## src/sv/tah_pkg.sv

```systemverilog
// Shared beat types and field constants for the Heron triangle area core.
package tah_pkg;

    localparam int COORD_IN_W = 16;
    localparam int LEN_W      = 17;
    localparam int AREA_W     = 33;

    localparam logic [LEN_W-1:0]  LEN_MAX  = '1;
    localparam logic [AREA_W-1:0] AREA_MAX = '1;

    typedef struct packed {
        logic signed [COORD_IN_W-1:0] ax;
        logic signed [COORD_IN_W-1:0] ay;
        logic signed [COORD_IN_W-1:0] az;
        logic signed [COORD_IN_W-1:0] bx;
        logic signed [COORD_IN_W-1:0] by_coord;
        logic signed [COORD_IN_W-1:0] bz;
        logic signed [COORD_IN_W-1:0] cx;
        logic signed [COORD_IN_W-1:0] cy;
        logic signed [COORD_IN_W-1:0] cz;
    } tah_in_t;

    typedef struct packed {
        logic [LEN_W-1:0]  len_ab;
        logic [LEN_W-1:0]  len_bc;
        logic [LEN_W-1:0]  len_ca;
        logic [AREA_W-1:0] tri_area;
        logic              degenerate;
    } tah_out_t;

endpackage

```

## src/sv/tah_isqrt.sv

```systemverilog
// Pipelined restoring integer square root, one result bit per stage.
module tah_isqrt
    import tah_pkg::*;
#(
    parameter int IN_W  = 34,
    parameter int TAG_W = 1
)
(
    input  logic                 clk,
    input  logic                 rst_n,
    input  logic                 en,
    input  logic                 in_valid,
    input  logic [IN_W-1:0]      radicand,
    input  logic [TAG_W-1:0]     in_tag,
    output logic                 out_valid,
    output logic [IN_W/2-1:0]    root,
    output logic [TAG_W-1:0]     out_tag
);

    localparam int RW = IN_W / 2;
    localparam int MW = RW + 2;

    logic              vld_w  [0:RW];
    logic [IN_W-1:0]   rad_w  [0:RW];
    logic [MW-1:0]     rem_w  [0:RW];
    logic [RW-1:0]     root_w [0:RW];
    logic [TAG_W-1:0]  tag_w  [0:RW];

    assign vld_w[0]  = in_valid;
    assign rad_w[0]  = radicand;
    assign rem_w[0]  = '0;
    assign root_w[0] = '0;
    assign tag_w[0]  = in_tag;

    for (genvar s = 0; s < RW; s++)
    begin : g_stage
        logic [MW-1:0]    rem_sh;
        logic [MW-1:0]    trial;
        logic             fit;
        logic [MW-1:0]    rem_next;
        logic [RW-1:0]    root_next;
        logic             vld_reg;
        logic [IN_W-1:0]  rad_reg;
        logic [MW-1:0]    rem_reg;
        logic [RW-1:0]    root_reg;
        logic [TAG_W-1:0] tag_reg;

        // Bring down the next two radicand bits and try the next root bit.
        always_comb
        begin
            rem_sh    = {rem_w[s][MW-3:0], rad_w[s][IN_W-1 -: 2]};
            trial     = {root_w[s], 2'b01};
            fit       = (rem_sh >= trial);
            rem_next  = fit ? (rem_sh - trial) : rem_sh;
            root_next = {root_w[s][RW-2:0], fit};
        end

        always_ff @(posedge clk or negedge rst_n)
        begin
            if (!rst_n)
            begin
                vld_reg <= 1'b0;
            end
            else if (en)
            begin
                vld_reg <= vld_w[s];
            end
        end

        always_ff @(posedge clk)
        begin
            if (en)
            begin
                rad_reg  <= rad_w[s] << 2;
                rem_reg  <= rem_next;
                root_reg <= root_next;
                tag_reg  <= tag_w[s];
            end
        end

        assign vld_w[s+1]  = vld_reg;
        assign rad_w[s+1]  = rad_reg;
        assign rem_w[s+1]  = rem_reg;
        assign root_w[s+1] = root_reg;
        assign tag_w[s+1]  = tag_reg;
    end

    assign out_valid = vld_w[RW];
    assign root      = root_w[RW];
    assign out_tag   = tag_w[RW];

endmodule

```

## config.mk

```make
export PLATFORM = sky130hd
export DESIGN_NAME = tah_isqrt
export DESIGN_NICKNAME = d
export VERILOG_FILES = /design/src/sv/tah_pkg.sv /design/src/sv/tah_isqrt.sv
export SDC_FILE = /design/constraint.sdc
export NUM_CORES = 1
export LEC_CHECK = 0
export BUFFER_PORTS_ARGS = -buffer_cell sky130_fd_sc_hd__buf_2
export CAP_MARGIN = 20
export CORE_MARGIN = 5
export CORE_UTILIZATION = 55
export DETAILED_ROUTE_END_ITERATION = 12
export PLACE_DENSITY_LB_ADDON = 0.12
export SYNTH_ARGS = -nofsm -noshare
export SYNTH_HDL_FRONTEND = slang
export SYNTH_SLANG_ARGS = --single-unit
```

## constraint.sdc

```tcl
create_clock -name clk -period 3.7 [get_ports clk]
set_input_delay 0.74 -clock clk [delete_from_list [all_inputs] [get_ports clk]]
set_output_delay 0.74 -clock clk [all_outputs]
set_load 0.02 [all_outputs]
```

==> results.toml <==
[worst_setup_path]
worstPathArrival_ns = 3.72
reg2reg_from = "g_stage[14].rem_reg[0]"
worstPathRequired_ns = 4.06
worstSetupStartpointType = "flop"
critPathKind = "reg2reg"
crit_path_end_kind = "flop"
worstRegToRegCells = 9
r2r-end = "g_stage[15].rem_reg[10]"
crit_fanout = 24
rrSetupSlack_ns = 0.34

[placed_design]
port_buffers = 57
dpl_cell_area_sq_mm = 0.03350
gp_congestion = 0.9102
dpl.hpwl_microns = 38030

[synth]
ys_warn_count = 0
yosysUniqueCellTypes = 69
synth_area_leaders = "edfxtp_1 65%, ha_1 6.6%, xnor2_1 2.6%"
avgSynthCellArea_sq_um = 13.70
synth_area_sq_mm = 0.03201
synth_edf_count = 696
synth_top_area_frac = 0.6529
yosys.area.top_type = "edfxtp_1"
synthCells = 2336
synth_common_cells = "696 x edfxtp_1, 211 x inv_1, 170 x ha_1"
syn-num-nets = 2545
synthFlopType = "edfxtp_1"
seq_area_frac_synth = 0.6662
synthArstFlopShare = 0.02384
synth_most_common_cell = "edfxtp_1"
synth_seq_cells = 713

[timing]
finalClockSkew_ns = 0.02317
fin_crit_sh = 0.9073
worst_slew_pin_slew_ns = 1.003
max_slew_margin = 0.3304
period_needed_ns = 3.357
tns_ns = 0
hold_viol = 0
setup_viol = 0
maxSlewViolCount = 0
rsz0062_at_grt = "false"
fmax_ghz = 0.2979

[clock_tree]
cts-root-buf = "clkbuf_16"
cts_resized = 0
cts-hold-fix-buffers = 1
tritoncts = "done"
clk_latency_ns = 0.62
h-tree-depth = 3
cts_setup_buffers = 0
clk_path_buf_depth = 3
clock_sinks = 713
numCtsBuffers = 75
path_clk_slew_ns = 0.06

[pwr]
power_density_mw_per_mm2 = 582.7
switching_power_mw = 5.264
p_comb_frac = 0.150
swShare = 0.2514
clockPowerShare = 0.347
share_seq_of_total_power = 0.503
intPower_mw = 15.67
p_leak_nw = 14.05
ir_drop_mv = 0.4262

[detailed_routing]
met1Wirelength_microns = 23890
drtAntennaViolNets = 0
route.met3.wl_microns = 2258
met2_length_microns = 26010
dr.max_layer_used = "met4"
wirelength_microns = 53640
drt-vias-per-instance = 5.461
drt_iter0_markers = 1047
vias = 17980
drc = 0
avgRoutedWirePerCell_microns = 16.29
dr.pass1.iters = 5

[min_path]
holdCritPathClass = "in2reg"
min_from = "radicand[31]"
min_path_cells = 1
hold-path-endpoint = "g_stage[0].rad_reg[33]"

[run_status]
outcome = "finished, final reports clean"

[cells_and_area]
fin_area_sq_mm = 0.03593
multi_input_area_sq_mm = 0.009796
regArea_sq_mm = 0.02133
fin_util = 0.6228
largest_reg_flops = 272
fillers = 4356
layout-drive-gt1-share = 0.1057
synthToLayoutAreaGrowth_pct = 12.25
nNetsFinal = 2680

[grt]
grt_pass1_wl_microns = 89180
antenna_found_initial = 0
grt_max_degree = 107
globalRouteTotalUtil = 0.1708
grt_pass1_vias = 17910
grt.overflow.total = 0

[floorplan]
core_sq_mm = 0.05770
chipHeight_microns = 251.3
io_pins = 58
die_w_microns = 251.3
start_util = 0.5548
dieArea_sq_mm = 0.06313
rows = 88

[job]
drv_cap = 0
-- power by group through the flow --
stage / clock network, mW / logic (mW) / registers, mW
final: 7.26 / 3.14 / 10.5
after global routing: 7.86 / 3.54 / 10.6
after CTS: 7.50 / 3.14 / 10.6
after detailed placement: 0 / 3.11 / 10.7
after global placement: 0 / 3.02 / 10.7
after floorplan: 0 / 2.31 / 10.5
-- worst max path at each step --
stage | startpoint | to | slack, ns
6_report | g_stage[14].rem_reg[0] | g_stage[15].rem_reg[10] | 0.34
5_1_grt | g_stage[14].rem_reg[0] | g_stage[15].rem_reg[6] | 0.15
4_1_cts | g_stage[14].rem_reg[0] | g_stage[15].rem_reg[10] | 0.43
3_5_place_dp | g_stage[14].rem_reg[0] | g_stage[15].rem_reg[6] | 0.45
3_3_place_gp | g_stage[14].rem_reg[0] | g_stage[15].rem_reg[6] | 0.61
2_1_floorplan | g_stage[7].rem_reg[2] | g_stage[8].rem_reg[16] | 0.84
-- worst max-delay path, cell delays in order, from the launching register on --
cell and delay (ns):
edfxtp_1 0.41, ha_1 0.38, o21a_1 0.14, o21ai_0 0.37
a221oi_1 0.22, o21ai_0 0.45, a211oi_1 0.21, a21oi_1 0.26
buf_4 0.30, mux2_2 0.36
-- stage by stage --
stage / std cells / hold WS, ns / total power [mW] / setup WS [ns]
5_1_grt: 3291 / 0.2530 / 22.04 / 0.1535
2_1_floorplan: 2336 / 0.4003 / 12.84 / 0.8367
4_1_cts: 3291 / 0.2441 / 21.20 / 0.4292
3_3_place_gp: 3158 / 0.4002 / 13.70 / 0.6119
3_5_place_dp: 3158 / 0.4045 / 13.83 / 0.4492
6_report: 3292 / 0.2850 / 20.94 / 0.3430
-- cells in the final DEF, fill, tap and decap left out, drive strengths merged, types with 6 or more instances in the layout --
cell type	instances
nor2	128
or2	7
or3	16
a31oi	12
inv	213
bufinv	6
ha	170
a211oi	9
and2	11
nor3b	6
or4	14
a21oi	101
o21ai	130
clkinv	25
nor3	48
clkbuf	98
nor4	28
dfrtp	17
nand3	40
xnor2	96
o21a	33
o31ai	13
mux2i	8
buf	83
nand4	16
a21o	58
o21bai	6
mux2	59
xor2	78
nand2	145
nor2b	31
nand2b	35
edfxtp	696
and3	11
-- layer usage --
| layer | vias to the layer above | GRT usage |
|---|---|---|
| met5 | - | 0 |
| met4 | 0 | 0.05395 |
| met3 | 121 | 0.03145 |
| met2 | 338 | 0.2869 |
| met1 | 8619 | 0.2289 |
| li1 | 8901 | - |
-- layout make-up --
class,count,area share
clock inverter,34,0.01247
antenna,1,0.00006964
inverter,211,0.02204
timing repair buffer,84,0.01776
sequential,713,0.5935
tap,765,0.02664
multi-input combinational,1386,0.2726
clock buffer,98,0.05491
-- cells by family after synthesis --
| family | after synthesis | share of synthesized area |
|---|---|---|
| compound gates | 416 | 0.08099 |
| flops | 713 | 0.6662 |
| mux | 67 | 0.02326 |
| other cells | 1 | 0.0001171 |
| buf+inv | 237 | 0.02799 |
| simple gates | 558 | 0.08716 |
| fa+ha+maj | 170 | 0.06645 |
| xor+xnor | 174 | 0.04784 |
(Power assumes the default switching activity.)
